## config.mk

```make
export PLATFORM = sky130hd
export DESIGN_NAME = chain_code_breakpoint_finder_flat
export DESIGN_NICKNAME = d
export VERILOG_FILES = /design/src/sv/ccbf_pkg.sv /design/src/sv/ccbf_if.sv /design/src/sv/ccbf_front.sv /design/src/sv/ccbf_fifo.sv /design/src/sv/ccbf_back.sv /design/src/sv/chain_code_breakpoint_finder.sv /design/src/flat_wrapper.sv
export SDC_FILE = /design/constraint.sdc
export NUM_CORES = 2
export LEC_CHECK = 0
export BUFFER_PORTS_ARGS = -buffer_cell sky130_fd_sc_hd__buf_2
export CAP_MARGIN = 0
export CORE_UTILIZATION = 50
export CTS_BUF_LIST = sky130_fd_sc_hd__clkbuf_4
export CTS_CLUSTER_DIAMETER = 150
export DETAILED_ROUTE_END_ITERATION = 10
export GPL_TIMING_DRIVEN = 1
export PLACE_DENSITY = 0.7
export SYNTH_ARGS = -nofsm -noshare
export SYNTH_HDL_FRONTEND = slang
export SYNTH_SLANG_ARGS = --single-unit
```

## constraint.sdc

```tcl
create_clock -name clk -period 15.3 [get_ports clk]
set_clock_uncertainty 0.15 [all_clocks]
set_input_delay 3.06 -clock clk [delete_from_list [all_inputs] [get_ports clk]]
set_output_delay 3.06 -clock clk [all_outputs]
set_load 0.02 [all_outputs]
```

## src/sv/ccbf_pkg.sv

```systemverilog
// shared types, widths, direction codes and segment classification functions
package ccbf_pkg;

	localparam int COORD_WIDTH = 16;
	localparam int INDEX_WIDTH = 16;
	localparam int DELTA_W     = COORD_WIDTH + 1;
	localparam int MAG_W       = COORD_WIDTH;
	localparam int SUM_W       = MAG_W + 1;
	localparam int SQ_W        = 2 * SUM_W;
	localparam int QUEUE_DEPTH = 4;
	localparam int QPTR_W      = $clog2(QUEUE_DEPTH);

	typedef logic [2:0] code_t;

	// freeman directions, counter-clockwise from +x
	localparam code_t CODE_E  = 3'd0;
	localparam code_t CODE_NE = 3'd1;
	localparam code_t CODE_N  = 3'd2;
	localparam code_t CODE_NW = 3'd3;
	localparam code_t CODE_W  = 3'd4;
	localparam code_t CODE_SW = 3'd5;
	localparam code_t CODE_S  = 3'd6;
	localparam code_t CODE_SE = 3'd7;

	typedef logic signed [COORD_WIDTH-1:0] coord_t;
	typedef logic signed [DELTA_W-1:0]     delta_t;
	typedef logic [INDEX_WIDTH-1:0]        index_t;

	typedef struct packed {
		logic   lone;
		logic   first;
		logic   fin;
		index_t idx;
	} meta_t;

	typedef struct packed {
		delta_t dx;
		delta_t dy;
	} step_t;

	typedef struct packed {
		logic [MAG_W-1:0] ax;
		logic [MAG_W-1:0] ay;
		logic [SUM_W-1:0] s;
		logic             x_pos;
		logic             y_pos;
	} mag_t;

	typedef struct packed {
		logic [SQ_W-1:0] ssq;
		logic [SQ_W-1:0] ax2;
		logic [SQ_W-1:0] ay2;
		logic            x_pos;
		logic            y_pos;
		logic            zero;
	} prod_t;

	typedef struct packed {
		meta_t meta;
		code_t seg_code;
		code_t cls_code;
	} entry_t;

	typedef struct packed {
		index_t idx;
		code_t  code;
		logic   brk;
		logic   done;
	} res_t;

	function automatic mag_t step_mag(step_t st);
		mag_t             m;
		logic [DELTA_W-1:0] ux;
		logic [DELTA_W-1:0] uy;
		ux = st.dx[DELTA_W-1] ? DELTA_W'(-st.dx) : DELTA_W'(st.dx);
		uy = st.dy[DELTA_W-1] ? DELTA_W'(-st.dy) : DELTA_W'(st.dy);
		m.ax    = ux[MAG_W-1:0];
		m.ay    = uy[MAG_W-1:0];
		m.s     = SUM_W'(ux[MAG_W-1:0]) + SUM_W'(uy[MAG_W-1:0]);
		m.x_pos = !st.dx[DELTA_W-1] && (st.dx != '0);
		m.y_pos = !st.dy[DELTA_W-1] && (st.dy != '0);
		return m;
	endfunction

	function automatic prod_t mag_square(mag_t m);
		prod_t              p;
		logic [2*MAG_W-1:0] sqx;
		logic [2*MAG_W-1:0] sqy;
		sqx     = m.ax * m.ax;
		sqy     = m.ay * m.ay;
		p.ssq   = m.s * m.s;
		p.ax2   = SQ_W'({sqx, 1'b0});
		p.ay2   = SQ_W'({sqy, 1'b0});
		p.x_pos = m.x_pos;
		p.y_pos = m.y_pos;
		p.zero  = (m.s == '0);
		return p;
	endfunction

	// (|a|+|b|)^2 < 2a^2 : within 22.5 degrees of the x axis, same for y
	function automatic code_t prod_code(prod_t p);
		code_t c;
		if (p.zero) begin
			c = CODE_N;
		end else if (p.ssq < p.ax2) begin
			c = p.x_pos ? CODE_E : CODE_W;
		end else if (p.ssq < p.ay2) begin
			c = p.y_pos ? CODE_N : CODE_S;
		end else if (p.x_pos) begin
			c = p.y_pos ? CODE_NE : CODE_SE;
		end else begin
			c = p.y_pos ? CODE_NW : CODE_SW;
		end
		return c;
	endfunction

endpackage

```

## src/sv/ccbf_if.sv

```systemverilog
// point and breakpoint channel interfaces
interface ccbf_point_if;
	logic                   valid;
	logic                   ready;
	ccbf_pkg::coord_t       point_x;
	ccbf_pkg::coord_t       point_y;
	logic                   final_point;

	modport source (output valid, output point_x, output point_y, output final_point,
		input ready);
	modport sink (input valid, input point_x, input point_y, input final_point,
		output ready);
endinterface

interface ccbf_result_if;
	logic                   valid;
	logic                   ready;
	ccbf_pkg::index_t       break_index;
	ccbf_pkg::code_t        segment_code;
	logic                   is_break;
	logic                   contour_done;

	modport source (output valid, output break_index, output segment_code,
		output is_break, output contour_done, input ready);
	modport sink (input valid, input break_index, input segment_code,
		input is_break, input contour_done, output ready);
endinterface

```

## src/sv/ccbf_front.sv

```systemverilog
// front part: contour tracking, segment deltas and three-stage sector classification
module ccbf_front (
	input  logic               clk,
	input  logic               arst_n,
	ccbf_point_if.sink         point_in,
	output logic               q_valid,
	input  logic               q_ready,
	output ccbf_pkg::entry_t   q_entry
);

	ccbf_pkg::coord_t start_x_q, start_y_q, prior_x_q, prior_y_q;
	ccbf_pkg::index_t cnt_q;

	logic v_s1, v_s2, v_s3;
	logic en_s1, en_s2, en_s3;
	logic acc, emit;

	ccbf_pkg::meta_t meta_in, meta_s1, meta_s2, meta_s3;
	ccbf_pkg::step_t seg_in, cls_in, seg_s1, cls_s1;
	ccbf_pkg::mag_t  seg_s2, cls_s2;
	ccbf_pkg::prod_t seg_s3, cls_s3;

	assign en_s3 = !v_s3 || q_ready;
	assign en_s2 = !v_s2 || en_s3;
	assign en_s1 = !v_s1 || en_s2;

	assign point_in.ready = en_s1;
	assign acc  = point_in.valid && en_s1;
	// a contour's first point yields nothing on its own unless it is also its final point
	assign emit = (cnt_q != '0) || point_in.final_point;

	always_comb begin
		meta_in.lone  = (cnt_q == '0);
		meta_in.first = (cnt_q == ccbf_pkg::INDEX_WIDTH'(1));
		meta_in.fin   = point_in.final_point;
		meta_in.idx   = cnt_q;
		seg_in.dx = ccbf_pkg::DELTA_W'(point_in.point_x) - ccbf_pkg::DELTA_W'(prior_x_q);
		seg_in.dy = ccbf_pkg::DELTA_W'(point_in.point_y) - ccbf_pkg::DELTA_W'(prior_y_q);
		cls_in.dx = ccbf_pkg::DELTA_W'(start_x_q) - ccbf_pkg::DELTA_W'(point_in.point_x);
		cls_in.dy = ccbf_pkg::DELTA_W'(start_y_q) - ccbf_pkg::DELTA_W'(point_in.point_y);
	end

	always_ff @(posedge clk or negedge arst_n) begin
		if (!arst_n) begin
			start_x_q <= '0;
			start_y_q <= '0;
			prior_x_q <= '0;
			prior_y_q <= '0;
			cnt_q     <= '0;
			v_s1      <= 1'b0;
			v_s2      <= 1'b0;
			v_s3      <= 1'b0;
		end else begin
			if (en_s1) begin
				v_s1 <= acc && emit;
			end
			if (en_s2) begin
				v_s2 <= v_s1;
			end
			if (en_s3) begin
				v_s3 <= v_s2;
			end
			if (acc) begin
				if (cnt_q == '0) begin
					if (!point_in.final_point) begin
						start_x_q <= point_in.point_x;
						start_y_q <= point_in.point_y;
						prior_x_q <= point_in.point_x;
						prior_y_q <= point_in.point_y;
						cnt_q     <= ccbf_pkg::INDEX_WIDTH'(1);
					end
				end else if (point_in.final_point) begin
					cnt_q <= '0;
				end else begin
					prior_x_q <= point_in.point_x;
					prior_y_q <= point_in.point_y;
					cnt_q     <= (cnt_q == '1) ? cnt_q : cnt_q + 1'b1;
				end
			end
		end
	end

	always_ff @(posedge clk) begin
		if (en_s1) begin
			meta_s1 <= meta_in;
			seg_s1  <= seg_in;
			cls_s1  <= cls_in;
		end
		if (en_s2) begin
			meta_s2 <= meta_s1;
			seg_s2  <= ccbf_pkg::step_mag(seg_s1);
			cls_s2  <= ccbf_pkg::step_mag(cls_s1);
		end
		if (en_s3) begin
			meta_s3 <= meta_s2;
			seg_s3  <= ccbf_pkg::mag_square(seg_s2);
			cls_s3  <= ccbf_pkg::mag_square(cls_s2);
		end
	end

	assign q_valid          = v_s3;
	assign q_entry.meta     = meta_s3;
	assign q_entry.seg_code = ccbf_pkg::prod_code(seg_s3);
	assign q_entry.cls_code = ccbf_pkg::prod_code(cls_s3);

endmodule

```

## src/sv/ccbf_fifo.sv

```systemverilog
// short first-word-fall-through queue between front and back
module ccbf_fifo (
	input  logic             clk,
	input  logic             arst_n,
	input  logic             wr_valid,
	output logic             wr_ready,
	input  ccbf_pkg::entry_t wr_entry,
	output logic             rd_valid,
	input  logic             rd_ready,
	output ccbf_pkg::entry_t rd_entry
);

	ccbf_pkg::entry_t                slot_q [ccbf_pkg::QUEUE_DEPTH];
	logic [ccbf_pkg::QPTR_W-1:0]     wr_ptr_q, rd_ptr_q;
	logic [ccbf_pkg::QPTR_W:0]       fill_q;
	logic                            push, pop;

	assign wr_ready = (fill_q < (ccbf_pkg::QPTR_W + 1)'(ccbf_pkg::QUEUE_DEPTH));
	assign rd_valid = (fill_q != '0);
	assign push     = wr_valid && wr_ready;
	assign pop      = rd_valid && rd_ready;
	assign rd_entry = slot_q[rd_ptr_q];

	always_ff @(posedge clk or negedge arst_n) begin
		if (!arst_n) begin
			wr_ptr_q <= '0;
			rd_ptr_q <= '0;
			fill_q   <= '0;
		end else begin
			if (push) begin
				wr_ptr_q <= wr_ptr_q + 1'b1;
			end
			if (pop) begin
				rd_ptr_q <= rd_ptr_q + 1'b1;
			end
			case ({push, pop})
				2'b10:   fill_q <= fill_q + 1'b1;
				2'b01:   fill_q <= fill_q - 1'b1;
				default: fill_q <= fill_q;
			endcase
		end
	end

	always_ff @(posedge clk) begin
		if (push) begin
			slot_q[wr_ptr_q] <= wr_entry;
		end
	end

endmodule

```

## src/sv/ccbf_back.sv

```systemverilog
// back part: code comparison, result list and output register
module ccbf_back (
	input  logic             clk,
	input  logic             arst_n,
	input  logic             q_valid,
	output logic             q_ready,
	input  ccbf_pkg::entry_t q_entry,
	ccbf_result_if.source    result_out
);

	ccbf_pkg::code_t prior_code_q, start_code_q;
	ccbf_pkg::res_t  pend_q [3];
	logic [1:0]      pend_n_q;
	ccbf_pkg::res_t  out_q;
	logic            out_valid_q;

	ccbf_pkg::res_t  gen [3];
	ccbf_pkg::res_t  r_seg, r_cls, r_end;
	ccbf_pkg::code_t start_new;
	logic            seg_hit, cls_hit, end_hit;
	logic [1:0]      gen_n;
	logic            take_out, move, pop;

	assign take_out = !out_valid_q || result_out.ready;
	assign move     = take_out && (pend_n_q != 2'd0);
	assign pop      = q_valid && ((pend_n_q == 2'd0) || ((pend_n_q == 2'd1) && take_out));
	assign q_ready  = pop;

	always_comb begin
		start_new = q_entry.meta.first ? q_entry.seg_code : start_code_q;
		seg_hit   = !q_entry.meta.lone && !q_entry.meta.first
			&& (q_entry.seg_code != prior_code_q);
		cls_hit   = !q_entry.meta.lone && q_entry.meta.fin
			&& (q_entry.cls_code != q_entry.seg_code);
		end_hit   = q_entry.meta.lone || q_entry.meta.fin;

		r_seg.idx  = q_entry.meta.idx - 1'b1;
		r_seg.code = q_entry.seg_code;
		r_seg.brk  = 1'b1;
		r_seg.done = 1'b0;

		r_cls.idx  = q_entry.meta.idx;
		r_cls.code = q_entry.cls_code;
		r_cls.brk  = 1'b1;
		r_cls.done = 1'b0;

		// index 0 closes the contour, as a breakpoint or as a bare marker
		r_end.idx  = '0;
		r_end.done = 1'b1;
		if (!q_entry.meta.lone && (start_new != q_entry.cls_code)) begin
			r_end.code = start_new;
			r_end.brk  = 1'b1;
		end else begin
			r_end.code = ccbf_pkg::CODE_E;
			r_end.brk  = 1'b0;
		end

		gen[0] = seg_hit ? r_seg : (cls_hit ? r_cls : r_end);
		gen[1] = (seg_hit && cls_hit) ? r_cls : r_end;
		gen[2] = r_end;
		gen_n  = 2'(seg_hit) + 2'(cls_hit) + 2'(end_hit);
	end

	always_ff @(posedge clk or negedge arst_n) begin
		if (!arst_n) begin
			prior_code_q <= ccbf_pkg::CODE_E;
			start_code_q <= ccbf_pkg::CODE_E;
			pend_n_q     <= 2'd0;
			out_valid_q  <= 1'b0;
		end else begin
			if (take_out) begin
				out_valid_q <= (pend_n_q != 2'd0);
			end
			if (pop) begin
				pend_n_q <= gen_n;
				if (!q_entry.meta.lone) begin
					prior_code_q <= q_entry.seg_code;
					if (q_entry.meta.first) begin
						start_code_q <= q_entry.seg_code;
					end
				end
			end else if (move) begin
				pend_n_q <= pend_n_q - 1'b1;
			end
		end
	end

	always_ff @(posedge clk) begin
		if (move) begin
			out_q <= pend_q[0];
		end
		if (pop) begin
			pend_q <= gen;
		end else if (move) begin
			pend_q[0] <= pend_q[1];
			pend_q[1] <= pend_q[2];
		end
	end

	assign result_out.valid        = out_valid_q;
	assign result_out.break_index  = out_q.idx;
	assign result_out.segment_code = out_q.code;
	assign result_out.is_break     = out_q.brk;
	assign result_out.contour_done = out_q.done;

endmodule

```

## src/sv/chain_code_breakpoint_finder.sv

```systemverilog
// chain code breakpoint finder: top level joining front, queue and back
// path: an item's first result passes the front stages, queue, result list and output register
// throughput: one point per cycle while the output takes results; each result holds
//   the output for one cycle; a final point with three results sends them in turn
// the front's three classification stages and the four-entry queue absorb such bursts
// reset: arst_n clears contour state, codes, pipeline valids, queue and output register
module chain_code_breakpoint_finder (
	input  logic           clk,
	input  logic           arst_n,
	ccbf_point_if.sink     point_in,
	ccbf_result_if.source  result_out
);

	// front to queue
	logic             fq_valid, fq_ready;
	ccbf_pkg::entry_t fq_entry;

	// queue to back
	logic             qb_valid, qb_ready;
	ccbf_pkg::entry_t qb_entry;

	// front: tracks start and prior point, forms the segment and closing deltas and
	// classifies both into freeman codes over three registered stages
	ccbf_front u_front (
		.clk      (clk),
		.arst_n   (arst_n),
		.point_in (point_in),
		.q_valid  (fq_valid),
		.q_ready  (fq_ready),
		.q_entry  (fq_entry)
	);

	// decoupling queue, so a burst of results does not stall the point stream at once
	ccbf_fifo u_fifo (
		.clk      (clk),
		.arst_n   (arst_n),
		.wr_valid (fq_valid),
		.wr_ready (fq_ready),
		.wr_entry (fq_entry),
		.rd_valid (qb_valid),
		.rd_ready (qb_ready),
		.rd_entry (qb_entry)
	);

	// back: compares codes, builds up to three results per item and drains them
	// through the output register
	ccbf_back u_back (
		.clk        (clk),
		.arst_n     (arst_n),
		.q_valid    (qb_valid),
		.q_ready    (qb_ready),
		.q_entry    (qb_entry),
		.result_out (result_out)
	);

endmodule

```

## src/flat_wrapper.sv

```systemverilog
// flat-port wrapper written by rule: the top's interface ports become plain ports
module chain_code_breakpoint_finder_flat 
  (clk, arst_n, point_in_valid, point_in_point_x, point_in_point_y, point_in_final_point, point_in_ready, result_out_valid, result_out_break_index, result_out_segment_code, result_out_is_break, result_out_contour_done, result_out_ready);
  ccbf_point_if point_in_i ();
  ccbf_result_if result_out_i ();
  input  logic clk;
  input  logic arst_n;
  input wire logic [$bits(point_in_i.valid)-1:0] point_in_valid;
  input wire logic [$bits(point_in_i.point_x)-1:0] point_in_point_x;
  input wire logic [$bits(point_in_i.point_y)-1:0] point_in_point_y;
  input wire logic [$bits(point_in_i.final_point)-1:0] point_in_final_point;
  output wire logic [$bits(point_in_i.ready)-1:0] point_in_ready;
  output wire logic [$bits(result_out_i.valid)-1:0] result_out_valid;
  output wire logic [$bits(result_out_i.break_index)-1:0] result_out_break_index;
  output wire logic [$bits(result_out_i.segment_code)-1:0] result_out_segment_code;
  output wire logic [$bits(result_out_i.is_break)-1:0] result_out_is_break;
  output wire logic [$bits(result_out_i.contour_done)-1:0] result_out_contour_done;
  input wire logic [$bits(result_out_i.ready)-1:0] result_out_ready;
  assign point_in_i.valid = point_in_valid;
  assign point_in_i.point_x = point_in_point_x;
  assign point_in_i.point_y = point_in_point_y;
  assign point_in_i.final_point = point_in_final_point;
  assign point_in_ready = point_in_i.ready;
  assign result_out_valid = result_out_i.valid;
  assign result_out_break_index = result_out_i.break_index;
  assign result_out_segment_code = result_out_i.segment_code;
  assign result_out_is_break = result_out_i.is_break;
  assign result_out_contour_done = result_out_i.contour_done;
  assign result_out_i.ready = result_out_ready;
  chain_code_breakpoint_finder u_core (.clk(clk), .arst_n(arst_n), .point_in(point_in_i), .result_out(result_out_i));
endmodule
```

* Word level (Yosys, flattened, before mapping) *
Memory sizes are Yosys's and may differ from the RTL's.
Cells that the tools add are included.

cells by class
  add/sub/neg operators = 19
  multipliers = 6
  div/mod/pow operators = 0
  $lt $le $gt $ge = 5
  equality and inequality tests = 10
  shifts and indexed selects = 0
  muxes and demuxes = 36
  bitwise gates (word level) = 2
  reductions and logical operators = 51

operators by type and width
  cell                                                                  count
  34-bit by 33-bit less-than comparator with 1-bit output               4
  16-bit by 16-bit multiplier with 32-bit output                        4
  16-bit two-way mux                                                    8
  42-bit two-way mux                                                    2
  17-bit by 17-bit multiplier with 34-bit output                        2
  17-bit nonzero test                                                   4
  16-bit by 16-bit subtractor with 17-bit output                        4
  16-bit negator                                                        4
  21-bit two-way mux                                                    3
  3-bit two-way mux                                                     17
  16-bit by 16-bit adder with 17-bit output                             2
  17-bit logical NOT                                                    2
  1-bit logical AND                                                     17
  16-bit by 1-bit adder with 16-bit output, second input constant       1
  16-bit by 1-bit == test with 1-bit output, second input constant      1
  16-bit == test, second input constant                                 1
  16-bit logical NOT                                                    1
  16-bit nonzero test                                                   1
  16-bit by 1-bit subtractor with 16-bit output, second input constant  1
  1-bit logical NOT                                                     10
  3-bit != test                                                         3
  1-bit logical OR                                                      7
  3-bit one-hot mux with 2 select lines                                 1
  3-bit AND reduction                                                   2
  19 further kinds                                                      27

word-level totals
  flip-flop bits (word level) = 595
  bits in latches = 0
  RAM bits = 100
  ROM bits = 0
  input port bits = 37
  output and inout bits = 23
  word-level logic and storage cells = 197
  memories = 1

memory list
  name                  depth  bits a word  read ports  clocked after memory_dff  wr ports  line             RTL
  u_core.u_fifo.slot_q  4      25           1           0                         1         ccbf_fifo.sv:13  ccbf_pkg::entry_t slot_q [ccbf_pkg::QUEUE_DEPTH];

* Longest topological paths before layout *
  word-level depth = 8
  gate-level depth with buffers = 26
  gate-level depth less buffers = 25

* By module *
From an unflattened synthesis, not the netlist that was laid out.

second synthesis, totals
  cell total of the unflattened synthesis = 7,483
  area total of the unflattened synthesis = 76,781.1 µm²

by module, submodules not included
  module      times used  cells each  area each (µm²)  sequential area each (µm²)
  ccbf_front  1           7,034       69,235.2         14,719.1
  ccbf_fifo   1           170         4,077.7          3,178.0
  ccbf_back   1           279         3,468.3          2,237.1

* Worst setup path after synthesis *
No wires, ideal clock.

  kind = register -> register
  from = register u_core.u_front.cls_s2[16] in the netlist's numbering
  to = register u_core.u_front.cls_s3[101] in the netlist's numbering (data pin)
  library setup time = 259 ps
  data arrival time = 6,368 ps
  data required time = 14,891 ps
  slack = 8,524 ps
  stages on the path, launching flop included = 23
  buffers on the path = 2
  clock period less this slack = 6,776 ps
  cells stage by stage = edfxtp_1 > clkbuf_1 > clkbuf_1 > nand2_1 > fa_1 > fa_1 > inv_1 > fa_1 > fa_1 > fa_1 > inv_1 > fa_1 > inv_1 > ha_1 > and4_1 > nand4_1 > a2111o_1 > a31o_2 > a2111oi_0 > o21a_1 > o21ai_0 > nor2b_1 > xnor2_1

on the way
  word-level cells in the longest chain between the ends = 1

ends and longest elaborated chain
  element                                         line              RTL
  start: declaration                              ccbf_front.sv:20  ccbf_pkg::mag_t seg_s2, cls_s2;
  start signal: assignment                        ccbf_front.sv:92  cls_s2 <= ccbf_pkg::step_mag(cls_s1);
  17-bit by 17-bit multiplier with 34-bit output  ccbf_pkg.sv:91    p.ssq = m.s * m.s;
  end signal: assignment                          ccbf_front.sv:97  cls_s3 <= ccbf_pkg::mag_square(cls_s2);
  end: declaration                                ccbf_front.sv:21  ccbf_pkg::prod_t seg_s3, cls_s3;

Every way passes these cells.
A chain may end at the register's enable or synchronous reset.

* Final worst setup path *
  from = register u_core.u_front.cls_s2[41] in the netlist's numbering
  to = register u_core.u_front.cls_s3[69] in the netlist's numbering (data pin)

on the way
  word-level cells in the longest chain between the ends = 1

ends and longest elaborated chain
  element                                         line            RTL
  16-bit by 16-bit multiplier with 32-bit output  ccbf_pkg.sv:89  sqx = m.ax * m.ax;

Every way passes these cells.

==> flow_metrics.env <==
export IMPL_status="finished, final reports clean"
export IMPL_maxSlewHeadroom_pct=21.49
export IMPL_core_rowCount=142
export IMPL_fin_util_pct=53.69
export IMPL_hold_buffers=0
export IMPL_clock_fmax_mhz=129.7
export IMPL_synth_top_family_by_area="adder cells"
export IMPL_crit_path_end_kind="register"
export IMPL_drv_cap=0
export IMPL_drc=0
export IMPL_grt_max_degree=92
export IMPL_drt_iter0_drc=2990
export IMPL_critical_path_class="reg -> reg"
export IMPL_layout_drive_gt1_share_pct=5.815
export IMPL_vias_per_cell=5.252
export IMPL_synthAdderAreaFrac_pct=41.29
export IMPL_finalHoldViolCount=0
export IMPL_fin_crit_sh_pct=50.38
export IMPL_drv_slew=0
export IMPL_synth_simple_area_share_pct=10.86
export IMPL_synth_area_leaders="fa_1 (28%), edfxtp_1 (23%), ha_1 (14%), inv_1 (8.3%), dfrtp_1 (3.3%)"
export IMPL_tritoncts="yes"
export IMPL_start_kind="register"
export IMPL_grt_pass1_vias=53992
export IMPL_netlist_instances=7386
export IMPL_tightest_slew_ns=1.178
export IMPL_path_clk_slew_ns=0.08
export IMPL_synth_xor_area_share_pct=3.965
export IMPL_clkSinkCount=687
export IMPL_synth_mux_area_share_pct=1.112
export IMPL_crit_required_ns=15.97
export IMPL_final_cell_count_no_fill=9640
export IMPL_portBuffers=59
export IMPL_drt_total_wl_mm=162.4
export IMPL_antenna_found_initial=11
export IMPL_reg2reg_slack_ns=7.59
export IMPL_cts_buffer_depth=3
export IMPL_synth_seq_area_share_pct=26.50
export IMPL_gp_congestion=0.9068
export IMPL_pin_count=60
export IMPL_synth_fp_nets=9304
export IMPL_synth_seq_cells=687
export IMPL_cts_made_buffers=174
export IMPL_rsz0062_at_grt="no"
export IMPL_fin_crit_ns=7.708
export IMPL_regToRegEndpoint="u_core.u_front.cls_s3[69]"
export IMPL_finalSetupViolations=0
export IMPL_dieArea_um2=153500
export IMPL_start_util_pct=50.55
export IMPL_yosys_warnings=0
export IMPL_ctsResizeCount=0
export IMPL_drt_pre_antenna_iters=5
export IMPL_hold_path_class="reg -> reg"
export IMPL_die_h_um=391.8
export IMPL_crit_arrival_ns=8.38
export IMPL_clockRootBuffer="clkbuf_4"
export IMPL_synth_edf_count=588
export IMPL_path_max_fanout=14
export IMPL_grt_use_total_pct=22.23
export IMPL_vias=50634
export IMPL_whs_ns=0.2269
export IMPL_holdCritStartpoint="u_core.u_front.meta_s2[10]"
export IMPL_yosys_area_top_type="fa_1"
export IMPL_synth_area_per_cell_um2=10.29
export IMPL_syn_area_um2=75980
export IMPL_ys_types=85
export IMPL_synth_compound_gate_area_share_pct=7.188
export IMPL_postCtsSetupBuffers=0
export IMPL_grt_pass1_wl_mm=271.5
export IMPL_die_w_um=391.8
export IMPL_grt_ovfl_total=0
export IMPL_fin_tns_setup_ns=0
export IMPL_reg2reg_from="u_core.u_front.cls_s2[41]"
export IMPL_htreeDepth=4
export IMPL_synth_top_cell_area_share_pct=27.51
export IMPL_coreArea_um2=150300
export IMPL_post_drt_wl_per_cell_um=16.85
export IMPL_postRouteAntennaNets=0
export IMPL_r2r_cells=21
export IMPL_area_delta_synth_final_pct=6.220
export IMPL_hold_end="u_core.u_front.q_entry[16]"
export IMPL_dp_cells=9328
export IMPL_dp_hpwl_mm=129.6
export IMPL_synthArstFlopShare_pct=14.41
export IMPL_num_nets_final=9406
export IMPL_synth_ff_type="edfxtp_1"
export IMPL_worst_hold_path_num_cells=0
export IMPL_clkLatencyLatePin_ns=1.12
per-stage QoR:
step	worst slack, ns	area, um2
CTS	7.641	80690
floorplan	8.524	75980
global placement	8.011	78410
global route	7.270	80690
finish	7.592	80700
detailed placement	7.747	78410
Yosys cell counts, types with 25 or more instances:
| master | count |
|---|---|
| a21o_1 | 107 |
| a21oi_1 | 221 |
| a31oi_1 | 32 |
| and2_1 | 327 |
| and3_1 | 31 |
| clkbuf_1 | 154 |
| dfrtp_1 | 99 |
| edfxtp_1 | 588 |
| fa_1 | 1044 |
| ha_1 | 837 |
| inv_1 | 1670 |
| nand2_1 | 658 |
| nand2b_1 | 43 |
| nand3_1 | 64 |
| nand4_1 | 30 |
| nor2_1 | 307 |
| nor2b_1 | 68 |
| nor3_1 | 75 |
| o21a_1 | 37 |
| o21ai_0 | 255 |
| o21bai_1 | 33 |
| o31ai_1 | 25 |
| or2_2 | 29 |
| or3_1 | 36 |
| xnor2_1 | 278 |
| xor2_1 | 66 |
state kept, by name (all words and copies together) (netlist names), 19 cells and up:
name / cells
u_core.u_front.cls_s3: 97
u_core.u_front.meta_s1: 19
u_core.u_front.seg_s2: 51
u_core.u_front.q_entry: 19
u_core.u_fifo.slot_q: 100
u_core.u_front.seg_s1: 34
u_core.u_front.seg_s3: 97
u_core.u_front.meta_s2: 19
u_core.u_front.cls_s2: 51
u_core.u_front.cls_s1: 34
u_core.u_back.pend_q: 46
layout make-up:
cell class	count	area, um2
diodes	6	15.01
clock buffers	252	1892
clock inverters	54	389.1
fillers	13319	69600
inverters	1672	6276
multi-input cells	4865	48960
flip-flops and latches	687	20130
well taps	2016	2522
repair buffers	88	515.5
how the worst max path moves through the flow:
stage	from	end	slack [ns]	cells after the start
after floorplan	u_core.u_front.cls_s2[16]	u_core.u_front.cls_s3[101]	8.52	22
after global placement	u_core.u_front.cls_s2[6]	u_core.u_front.cls_s3[104]	8.01	23
after detailed placement	u_core.u_front.cls_s2[37]	u_core.u_front.cls_s3[69]	7.75	20
after CTS	u_core.u_front.cls_s2[37]	u_core.u_front.cls_s3[69]	7.64	20
after global routing	u_core.u_front.cls_s2[37]	u_core.u_front.cls_s3[69]	7.27	20
final	u_core.u_front.cls_s2[41]	u_core.u_front.cls_s3[69]	7.59	21
cell families (layout without fill, tap and decap cells):
family | count (synthesis) | count (layout)
xor+xnor | 344 | 344
compound gates | 869 | 869
mux | 50 | 50
other cells | 0 | 6
fa+ha+maj | 1881 | 1881
buf+inv | 1834 | 2066
flops | 687 | 687
simple gates | 1721 | 1721
critical path: stages (launching register included):
cell,delay (ns)
edfxtp_1,0.68
inv_1,0.31
nor2_1,0.30
fa_1,0.48
fa_1,0.54
fa_1,0.44
fa_1,0.50
fa_1,0.49
inv_1,0.05
fa_1,0.47
inv_1,0.04
ha_1,0.33
nand3_1,0.13
a21o_1,0.18
a31oi_1,0.19
o211a_1,0.18
o21ai_0,0.13
a21boi_0,0.55
nor4_1,0.15
o41ai_1,0.74
a311oi_1,0.24
xnor2_1,0.17
routing by layer:
layer / share of wire, % / global-route usage (%) / wire length, um / vias up
met3: 5.6 / 2.881 / 9050 / 274
met2: 48 / 37.35 / 78070 / 1272
met1: 43 / 29.48 / 69900 / 25232
li1: - / - / - / 23854
met4: 3.3 / 8.040 / 5366 / 2
met5: 0.0049 / 0 / 8 / -
cells in the final DEF (no fill, tap or decap), types with 33 or more instances in the layout:
cell	synthesis	final
a21o_1	107	107
a21oi_1	221	221
and2_1	327	327
buf_2	5	58
clkbuf_4	0	252
clkinv_1	2	33
dfrtp_1	99	99
edfxtp_1	588	588
fa_1	1044	1044
ha_1	837	837
inv_1	1670	1670
nand2_1	658	657
nand2b_1	43	43
nand3_1	64	63
nor2_1	307	307
nor2b_1	68	68
nor3_1	75	75
o21a_1	37	37
o21ai_0	255	255
o21bai_1	33	33
or3_1	36	35
xnor2_1	278	278
xor2_1	66	66
Power is not shown: default switching activity piles up to over one toggle a cycle in this logic, so the estimate is an artifact.
